**config.mk**
```make
export PLATFORM = sky130hd
export DESIGN_NAME = hilbert_curve_encoder_2d_unit
export DESIGN_NICKNAME = d
export VERILOG_FILES = /design/src/rtl/hcenc_pkg.sv /design/src/rtl/hilbert_curve_encoder_2d_unit.sv /design/src/rtl/hcenc_seed.sv /design/src/rtl/hcenc_cell.sv /design/src/rtl/hcenc_out.sv
export VERILOG_INCLUDE_DIRS = /design/src /design/src/rtl
export SDC_FILE = /design/constraint.sdc
export NUM_CORES = 1
export LEC_CHECK = 0
export BUFFER_PORTS_ARGS = -buffer_cell sky130_fd_sc_hd__buf_4
export CAP_MARGIN = 25
export CORE_ASPECT_RATIO = 0.8
export CORE_UTILIZATION = 50
export DETAILED_ROUTE_END_ITERATION = 10
export PLACE_DENSITY = 0.75
export SKIP_CTS_REPAIR_TIMING = 1
export SLEW_MARGIN = 15
export SYNTH_ARGS = -nofsm -noshare
export SYNTH_HDL_FRONTEND = slang
export SYNTH_HIERARCHICAL = 1
export SYNTH_SLANG_ARGS = --single-unit
```
**constraint.sdc**
```tcl
create_clock -name clk -period 13.7 [get_ports clk]
set_input_delay 4.11 -clock clk [delete_from_list [all_inputs] [get_ports clk]]
set_output_delay 4.11 -clock clk [all_outputs]
set_load 0.005 [all_outputs]
```
**src/rtl/hilbert_curve_encoder_2d_unit_macros.svh**
```systemverilog
// Assertion macros used by the encoder top level.
`ifndef HILBERT_CURVE_ENCODER_2D_UNIT_MACROS_SVH
`define HILBERT_CURVE_ENCODER_2D_UNIT_MACROS_SVH

`ifndef NO_ASSERTIONS

// Condition must hold at every clock edge out of reset.
`define HC_ASSERT(name, cond, msg) \
  name: assert property (@(posedge clk) disable iff (rst) (cond)) else $error(msg);

// When ante holds, cons must hold in the next cycle.
`define HC_ASSERT_NEXT(name, ante, cons, msg) \
  name: assert property (@(posedge clk) disable iff (rst) (ante) |=> (cons)) else $error(msg);

`else

`define HC_ASSERT(name, cond, msg)
`define HC_ASSERT_NEXT(name, ante, cons, msg)

`endif

`endif

```
**src/rtl/hcenc_pkg.sv**
```systemverilog
`default_nettype none

package hcenc_pkg;

  localparam int AxisBits = 16;
  localparam int IndexBits = 2 * AxisBits;
  localparam logic [AxisBits-1:0] AxisMask = 16'hFFFF;

  // Orientation words carried between scan cells
  typedef struct packed {
    logic [AxisBits-1:0] p;
    logic [AxisBits-1:0] q;
    logic [AxisBits-1:0] r;
    logic [AxisBits-1:0] s;
    logic [AxisBits-1:0] lo;     // x ^ y after alignment
    logic [4:0]          order;  // effective order, 1..16
  } stage_t;

  // Clamp the register value into 1..max_order
  function automatic logic [4:0] eff_order(logic [4:0] ord, logic [4:0] max_order);
    logic [4:0] n;
    n = ord;
    if (n == 5'd0) begin
      n = 5'd1;
    end
    if (n > max_order) begin
      n = max_order;
    end
    if (n > 5'(AxisBits)) begin
      n = 5'(AxisBits);
    end
    return n;
  endfunction

endpackage

`default_nettype wire

```
**src/rtl/hilbert_curve_encoder_2d_unit.sv**
```systemverilog
// Channel   | Direction | Handshake           | Payload
// ----------+-----------+---------------------+----------------------------
// cfg       | in        | psel/penable/pready | paddr, pwdata, prdata
// in        | in        | in_valid/in_ready   | x_coord, y_coord
// out       | out       | out_valid/out_ready | curve_index
//
// One coordinate pair per cycle while the output is not stalled by out_ready.
// The depth is the seed round, three scan cells (distance 2, 4, 8) and the output register.
// Every stage holds its beat only while the next one is stalled, so bubbles collapse.
// Reset (rst, synchronous) empties the chain and sets curve_order to 16.
`default_nettype none
`include "hilbert_curve_encoder_2d_unit_macros.svh"

module hilbert_curve_encoder_2d_unit import hcenc_pkg::*; #(
  parameter int MAX_ORDER = 16
) (
  input  wire logic        clk,
  input  wire logic        rst,
  input  wire logic        psel,
  input  wire logic        penable,
  input  wire logic        pwrite,
  input  wire logic [2:0]  paddr,
  input  wire logic [31:0] pwdata,
  output logic [31:0]      prdata,
  output logic             pready,
  input  wire logic        in_valid,
  output logic             in_ready,
  input  wire logic [15:0] x_coord,
  input  wire logic [15:0] y_coord,
  output logic             out_valid,
  input  wire logic        out_ready,
  output logic [31:0]      curve_index
);

  localparam int NumCells = 3;
  localparam logic RegOrder = 1'b0;

  logic [4:0] curve_order;
  logic       reg_sel;

  stage_t link_data  [NumCells+1];
  logic   link_valid [NumCells+1];
  logic   link_ready [NumCells+1];

  // Configuration register
  assign pready  = 1'b1;
  assign reg_sel = paddr[2];

  always_ff @(posedge clk) begin
    if (rst) begin
      curve_order <= 5'd16;
    end else if (psel && penable && pwrite && reg_sel == RegOrder) begin
      curve_order <= pwdata[4:0];
    end
  end

  always_comb begin
    prdata = '0;
    if (reg_sel == RegOrder) begin
      prdata = {27'd0, curve_order};
    end
  end

  // Seed round
  hcenc_seed #(
    .MAX_ORDER (MAX_ORDER)
  ) u_seed (
    .clk         (clk),
    .rst         (rst),
    .in_valid    (in_valid),
    .in_ready    (in_ready),
    .x_coord     (x_coord),
    .y_coord     (y_coord),
    .curve_order (curve_order),
    .out_valid   (link_valid[0]),
    .out_ready   (link_ready[0]),
    .out_data    (link_data[0])
  );

  // Scan cells at doubling distance
  for (genvar k = 0; k < NumCells; k++) begin : g_cell
    hcenc_cell #(
      .DIST (2 << k)
    ) u_cell (
      .clk       (clk),
      .rst       (rst),
      .in_valid  (link_valid[k]),
      .in_ready  (link_ready[k]),
      .in_data   (link_data[k]),
      .out_valid (link_valid[k+1]),
      .out_ready (link_ready[k+1]),
      .out_data  (link_data[k+1])
    );
  end

  // Plane recovery and interleave
  hcenc_out u_out (
    .clk         (clk),
    .rst         (rst),
    .in_valid    (link_valid[NumCells]),
    .in_ready    (link_ready[NumCells]),
    .in_data     (link_data[NumCells]),
    .out_valid   (out_valid),
    .out_ready   (out_ready),
    .curve_index (curve_index)
  );

  // Input only backs up when the whole chain is full behind a stalled output
  `HC_ASSERT(a_stall_from_out, in_ready || (out_valid && !out_ready), "input stalled without output stall")
  // An empty output stage lets everything flow
  `HC_ASSERT(a_empty_out_ready, out_valid || in_ready, "input stalled with empty output")
  // A new result only appears if the last cell held a beat
  `HC_ASSERT_NEXT(a_out_from_chain, !out_valid && !link_valid[NumCells], !out_valid, "result without source beat")

endmodule

`default_nettype wire

```
**src/rtl/hcenc_seed.sv**
```systemverilog
`default_nettype none

module hcenc_seed import hcenc_pkg::*; #(
  parameter int MAX_ORDER = 16
) (
  input  wire logic          clk,
  input  wire logic          rst,
  input  wire logic          in_valid,
  output logic               in_ready,
  input  wire logic [15:0]   x_coord,
  input  wire logic [15:0]   y_coord,
  input  wire logic [4:0]    curve_order,
  output logic               out_valid,
  input  wire logic          out_ready,
  output stage_t             out_data
);

  localparam logic [4:0] MaxOrd = 5'(MAX_ORDER);

  logic            valid;
  stage_t          data;
  stage_t          data_next;
  logic [4:0]      n;
  logic [16:0]     keep_w;
  logic [15:0]     keep;
  logic [4:0]      sh;
  logic [15:0]     x;
  logic [15:0]     y;
  logic [15:0]     p;
  logic [15:0]     q;
  logic [15:0]     r;
  logic [15:0]     s;

  // Mask to the order and left-align to the full axis width
  always_comb begin
    n      = eff_order(curve_order, MaxOrd);
    keep_w = (17'd1 << n) - 17'd1;
    keep   = keep_w[15:0];
    sh     = 5'(AxisBits) - n;
    x      = (x_coord & keep) << sh;
    y      = (y_coord & keep) << sh;
  end

  // First scan round, seeded from the coordinates
  always_comb begin
    p = x ^ y;
    q = AxisMask ^ p;
    r = AxisMask ^ (x | y);
    s = x & (y ^ AxisMask);
    data_next.p     = p | (q >> 1);
    data_next.q     = (p >> 1) ^ p;
    data_next.r     = ((r >> 1) ^ (q & (s >> 1))) ^ r;
    data_next.s     = ((p & (r >> 1)) ^ (s >> 1)) ^ s;
    data_next.lo    = x ^ y;
    data_next.order = n;
  end

  assign in_ready = !valid || out_ready;

  always_ff @(posedge clk) begin
    if (rst) begin
      valid <= 1'b0;
    end else if (in_ready) begin
      valid <= in_valid;
    end
    if (in_valid && in_ready) begin
      data <= data_next;
    end
  end

  assign out_valid = valid;
  assign out_data  = data;

endmodule

`default_nettype wire

```
**src/rtl/hcenc_cell.sv**
```systemverilog
`default_nettype none

module hcenc_cell import hcenc_pkg::*; #(
  parameter int DIST = 2
) (
  input  wire logic  clk,
  input  wire logic  rst,
  input  wire logic  in_valid,
  output logic       in_ready,
  input  wire stage_t in_data,
  output logic       out_valid,
  input  wire logic  out_ready,
  output stage_t     out_data
);

  logic   valid;
  stage_t data;
  stage_t data_next;

  // One prefix-scan round at the given distance
  always_comb begin
    data_next.p = (in_data.p & (in_data.p >> DIST)) ^ (in_data.q & (in_data.q >> DIST));
    data_next.q = (in_data.p & (in_data.q >> DIST))
                ^ (in_data.q & ((in_data.p ^ in_data.q) >> DIST));
    data_next.r = in_data.r ^ ((in_data.p & (in_data.r >> DIST))
                ^ (in_data.q & (in_data.s >> DIST)));
    data_next.s = in_data.s ^ ((in_data.q & (in_data.r >> DIST))
                ^ ((in_data.p ^ in_data.q) & (in_data.s >> DIST)));
    data_next.lo    = in_data.lo;
    data_next.order = in_data.order;
  end

  assign in_ready = !valid || out_ready;

  always_ff @(posedge clk) begin
    if (rst) begin
      valid <= 1'b0;
    end else if (in_ready) begin
      valid <= in_valid;
    end
    if (in_valid && in_ready) begin
      data <= data_next;
    end
  end

  assign out_valid = valid;
  assign out_data  = data;

endmodule

`default_nettype wire

```
**src/rtl/hcenc_out.sv**
```systemverilog
`default_nettype none

module hcenc_out import hcenc_pkg::*; (
  input  wire logic         clk,
  input  wire logic         rst,
  input  wire logic         in_valid,
  output logic              in_ready,
  input  wire stage_t       in_data,
  output logic              out_valid,
  input  wire logic         out_ready,
  output logic [31:0]       curve_index
);

  logic        valid;
  logic [31:0] index;
  logic [31:0] index_next;
  logic [15:0] pl;
  logic [15:0] ql;
  logic [15:0] hi;
  logic [31:0] woven;
  logic [5:0]  sh;

  // Undo the scan and recover the two index planes
  always_comb begin
    pl = in_data.r ^ (in_data.r >> 1);
    ql = in_data.s ^ (in_data.s >> 1);
    hi = ql | (AxisMask ^ (in_data.lo | pl));
  end

  // Interleave planes, then drop the unused low bits
  always_comb begin
    for (int i = 0; i < AxisBits; i++) begin
      woven[2*i]   = in_data.lo[i];
      woven[2*i+1] = hi[i];
    end
    sh         = 6'(IndexBits) - {in_data.order, 1'b0};
    index_next = woven >> sh;
  end

  assign in_ready = !valid || out_ready;

  always_ff @(posedge clk) begin
    if (rst) begin
      valid <= 1'b0;
    end else if (in_ready) begin
      valid <= in_valid;
    end
    if (in_valid && in_ready) begin
      index <= index_next;
    end
  end

  assign out_valid   = valid;
  assign curve_index = index;

endmodule

`default_nettype wire

```
Word level (Yosys, flattened, before mapping) --
Cells that the tools add are included.
Storage, ports and cells: register bits after elaboration 350, latch bits 0, bits in writable memories 0, bits in read-only memories 0, output and inout bits 67, memories kept 0
Cells by class: add/subtract/negate cells 3, $mul 0, divide/modulo/power cells 0, order comparisons 2, equality and inequality tests 0, shift-type cells 4, muxes and demuxes 4, bitwise logic cells 61, reduce and logical (&&, ||, !) cells 19
Operators by type and width (number):
- 16-bit bitwise XOR | 22
- 16-bit by 12-bit AND with 16-bit output | 8
- 16-bit by 14-bit AND with 16-bit output | 8
- 16-bit by 8-bit AND with 16-bit output | 4
- 16-bit NOT | 4
- 16-bit AND | 3
- 16-bit bitwise OR | 3
- 16-bit by 15-bit bitwise XOR with 16-bit output | 3
- 16-bit by 15-bit AND with 16-bit output | 2
- 16-bit by 5-bit left shift with 16-bit output | 2
- 32-bit by 6-bit >> shifter with 32-bit output | 1
- 15-bit by 16-bit bitwise XOR with 16-bit output | 2
- 5-bit two-way mux | 4
- 16-bit by 15-bit bitwise OR with 16-bit output | 1
- 1-bit by 5-bit left shift with 16-bit output (first input constant) | 1
- 16-bit by 1-bit subtractor with 16-bit output (second input constant) | 1
- 5-bit > comparator (second input constant) | 2
- 1-bit logical AND | 8
- 6-bit subtractor (first input constant) | 1
- 1-bit logical NOT | 5
- 5-bit logical NOT | 1
- 1-bit logical OR | 5
- 5-bit subtractor (first input constant) | 1
- 1-bit NOT | 1

Depth between registers and ports, before layout --
depth in word-level cells 15, depth in mapped cells 24

Cells and area by module --
Netlist, hierarchy kept.
Modules (own cells, without submodules):
- hcenc_seed | instances 1, cells an instance 634, area each 6207.2 sq um
- hcenc_cell at g_cell[0].u_cell | instances 1, cells an instance 339, area each 4544.4 sq um
- hcenc_cell at g_cell[1].u_cell | instances 1, cells an instance 299, area each 4126.5 sq um
- hcenc_cell at g_cell[2].u_cell | instances 1, cells an instance 219, area each 3275.6 sq um
- hcenc_out | instances 1, cells an instance 240, area each 2716.4 sq um
- hilbert_curve_encoder_2d_unit | instances 1, cells an instance 58, area each 494.2 sq um

Worst setup path before layout --
Ideal clock, no wire load.
path kind input to output, start point input out_ready, end point output in_ready, arrival time 4880 ps, setup slack 4710 ps, stages on the path 5, path buffers 0, path through nand2b_1 > nand2b_1 > nand2b_1 > nand2b_1 > nand2b_1
RTL lines:
- start, declared | line hilbert_curve_encoder_2d_unit.sv:31 | input wire logic out_ready,
- end, declared | line hilbert_curve_encoder_2d_unit.sv:27 | output logic in_ready,

==> impl_metrics.json <==
{
  "drt_iter0_drc": 907,
  "path_clk_slew_ns": 0.06,
  "cp-start-kind": "primary input",
  "boundaryPins": 141,
  "final_cells": 2188,
  "r2r-end": "u_seed/out_data[65]$_DFFE_PP_",
  "rsz0062_at_grt": "no",
  "gp_congestion": 0.886,
  "startpoint": "out_ready",
  "finalPower_mw": 2.96,
  "nets": 1794,
  "num_antenna_cells": 0,
  "postSynthAreaPerCell_um2": 12.0,
  "power.leakage_nw": 7.94,
  "clockBufferDepth": 3,
  "finalSetupTns_ns": 0,
  "track_usage_pct": 19.8,
  "cp_slowest_stage_delay_ns": 0.18,
  "worst-endpoint-required_ns": 9.59,
  "slowest_stage": "nand2b_1",
  "port_buffers": 83,
  "p_per_area_mw_per_mm2": 139,
  "die_h_um": 179,
  "ant_nets": 0,
  "cp.arrival_ns": 5.23,
  "area_delta_synth_final_pct": 9.09,
  "worst_ir_drop_vdd_mv": 0.0821,
  "r2r.worst_path.cells": 19,
  "h-tree-depth": 2,
  "start_util_pct": 50.8,
  "tightest_slew_ns": 0.964,
  "num_vias": 12135,
  "endpoint": "in_ready",
  "core-area_mm2": 0.0384,
  "relSlewSlack_pct": 35.7,
  "first_global_vias": 11719,
  "vias_per_cell": 5.55,
  "std_cell_rows": 64,
  "cp_cell_sequence": "buf_4 -> nand2b_1 -> nand2b_1 -> nand2b_1 -> nand2b_1 -> nand2b_1 -> buf_4",
  "period_minus_slack_ns": 9.34,
  "dp_hpwl_mm": 29.5,
  "rr_startpoint": "curve_order[4]$_SDFFE_PP1P_",
  "whs_ns": 0.410,
  "path_max_fanout": 3,
  "cts_root_buffer": "clkbuf_16",
  "pre_cts_ws_ns": 4.39,
  "syn-instance-count": 1625,
  "setup_violations": 0,
  "drv_slew": 0,
  "drive_above_1_share_pct": 18.1,
  "cts_tree": "done",
  "grt_pass1_wl_mm": 62.3,
  "cap_violations": 0,
  "overflow": 0,
  "wl_mm": 39.3,
  "firstDrtPassIters": 6,
  "path_class": "in -> out",
  "regToRegSetupSlack_ns": 7.45,
  "dieArea_mm2": 0.0398,
  "cts_num_sinks": 322,
  "skew_ns": 0.0164,
  "end_kind": "primary output",
  "grt_max_degree": 70,
  "hold_class": "reg -> reg",
  "hold_viol": 0,
  "timing.final.crit_share_pct": 68.1,
  "fmaxAchievable_mhz": 107,
  "die_w_um": 223,
  "yosys_warnings": 6,
  "finalWorstSetupSlack_ns": 4.36,
  "syn-cell-area_mm2": 0.0195,
  "drc_errors": 0,
  "post_drt_wl_per_cell_um": 17.9,
  "cp_common_cell": "nand2b_1",
  "cts_made_buffers": 35,
  "status": "finished, final reports clean",
  "place_inst": 2123,
  "antenna_found_initial": 1,
  "worstSkewPairLatency_ns": 0.52
}
-- worst min-delay path by stage --
stage,start,end,slack [ns],cells after the start
2_1_floorplan,u_seed/out_data[0]$_DFFE_PP_,g_cell[0].u_cell/out_data[0]$_DFFE_PP_,0.40,0
3_3_place_gp,u_seed/out_data[7]$_DFFE_PP_,g_cell[0].u_cell/out_data[7]$_DFFE_PP_,0.40,0
3_5_place_dp,u_seed/out_data[10]$_DFFE_PP_,g_cell[0].u_cell/out_data[10]$_DFFE_PP_,0.40,0
4_1_cts,g_cell[0].u_cell/out_data[7]$_DFFE_PP_,g_cell[1].u_cell/out_data[7]$_DFFE_PP_,0.41,0
5_1_grt,g_cell[0].u_cell/out_data[3]$_DFFE_PP_,g_cell[1].u_cell/out_data[3]$_DFFE_PP_,0.42,0
6_report,u_seed/out_data[10]$_DFFE_PP_,g_cell[0].u_cell/out_data[10]$_DFFE_PP_,0.41,0
-- metrics by stage --
step	instance area (um^2)	utilization [%]
finish	21300	55.5
global route	21300	55.5
global placement	20100	52.4
detailed placement	20100	52.4
floorplan	19600	-
CTS	21300	55.4
-- sequential cells by signal (all words and copies together), names as in the netlist --
| register | flops |
|---|---|
| curve_order | 5 |
| g_cell.u_cell/out_data | 199 |
| g_cell.u_cell/out_valid | 3 |
| u_out/out_valid | 1 |
| u_seed/out_data | 81 |
| u_out/curve_index | 32 |
| u_seed/out_valid | 1 |
-- routing by layer --
metal | GRT usage, % | vias up | share of wire [%]
met5 | 0 | - | 0
met3 | 2.64 | 54 | 4.5
met4 | 4.97 | 0 | 1.7
met1 | 26.7 | 5808 | 46
met2 | 34.0 | 327 | 48
li1 | - | 5946 | -
-- layout by cell type, fill, tap and decap left out, types with 37 or more instances in the layout --
cell,instances
inv_1,72
nor2_1,74
xnor2_1,163
xor2_1,52
mux2_2,45
clkbuf_16,37
o21ai_0,40
buf_4,93
edfxtp_1,312
ha_1,54
nor2b_1,53
mux2i_1,51
nand2_1,194
-- worst max-delay path, delay by kind of cell --
family / cells / cell delay [ns]
buffers and inverters: 2 / 0.25
and+or+nand+nor: 5 / 0.84
-- power by group --
| group | switching, mW | internal [mW] |
|---|---|---|
| combinational | 0.298 | 0.347 |
| sequential | 0.144 | 1.26 |
| clock | 0.367 | 0.546 |
| total | 0.810 | 2.15 |
-- area by class of cell --
type | instances | area [um^2]
flip-flops and latches | 322 | 9570
well taps | 495 | 619
multi-input cells | 1138 | 8940
inverters | 75 | 282
fillers | 3132 | 17100
clock inverters | 18 | 164
repair buffers | 94 | 713
clock buffers | 46 | 980
Note: power is estimated with default switching activity, not from simulation.
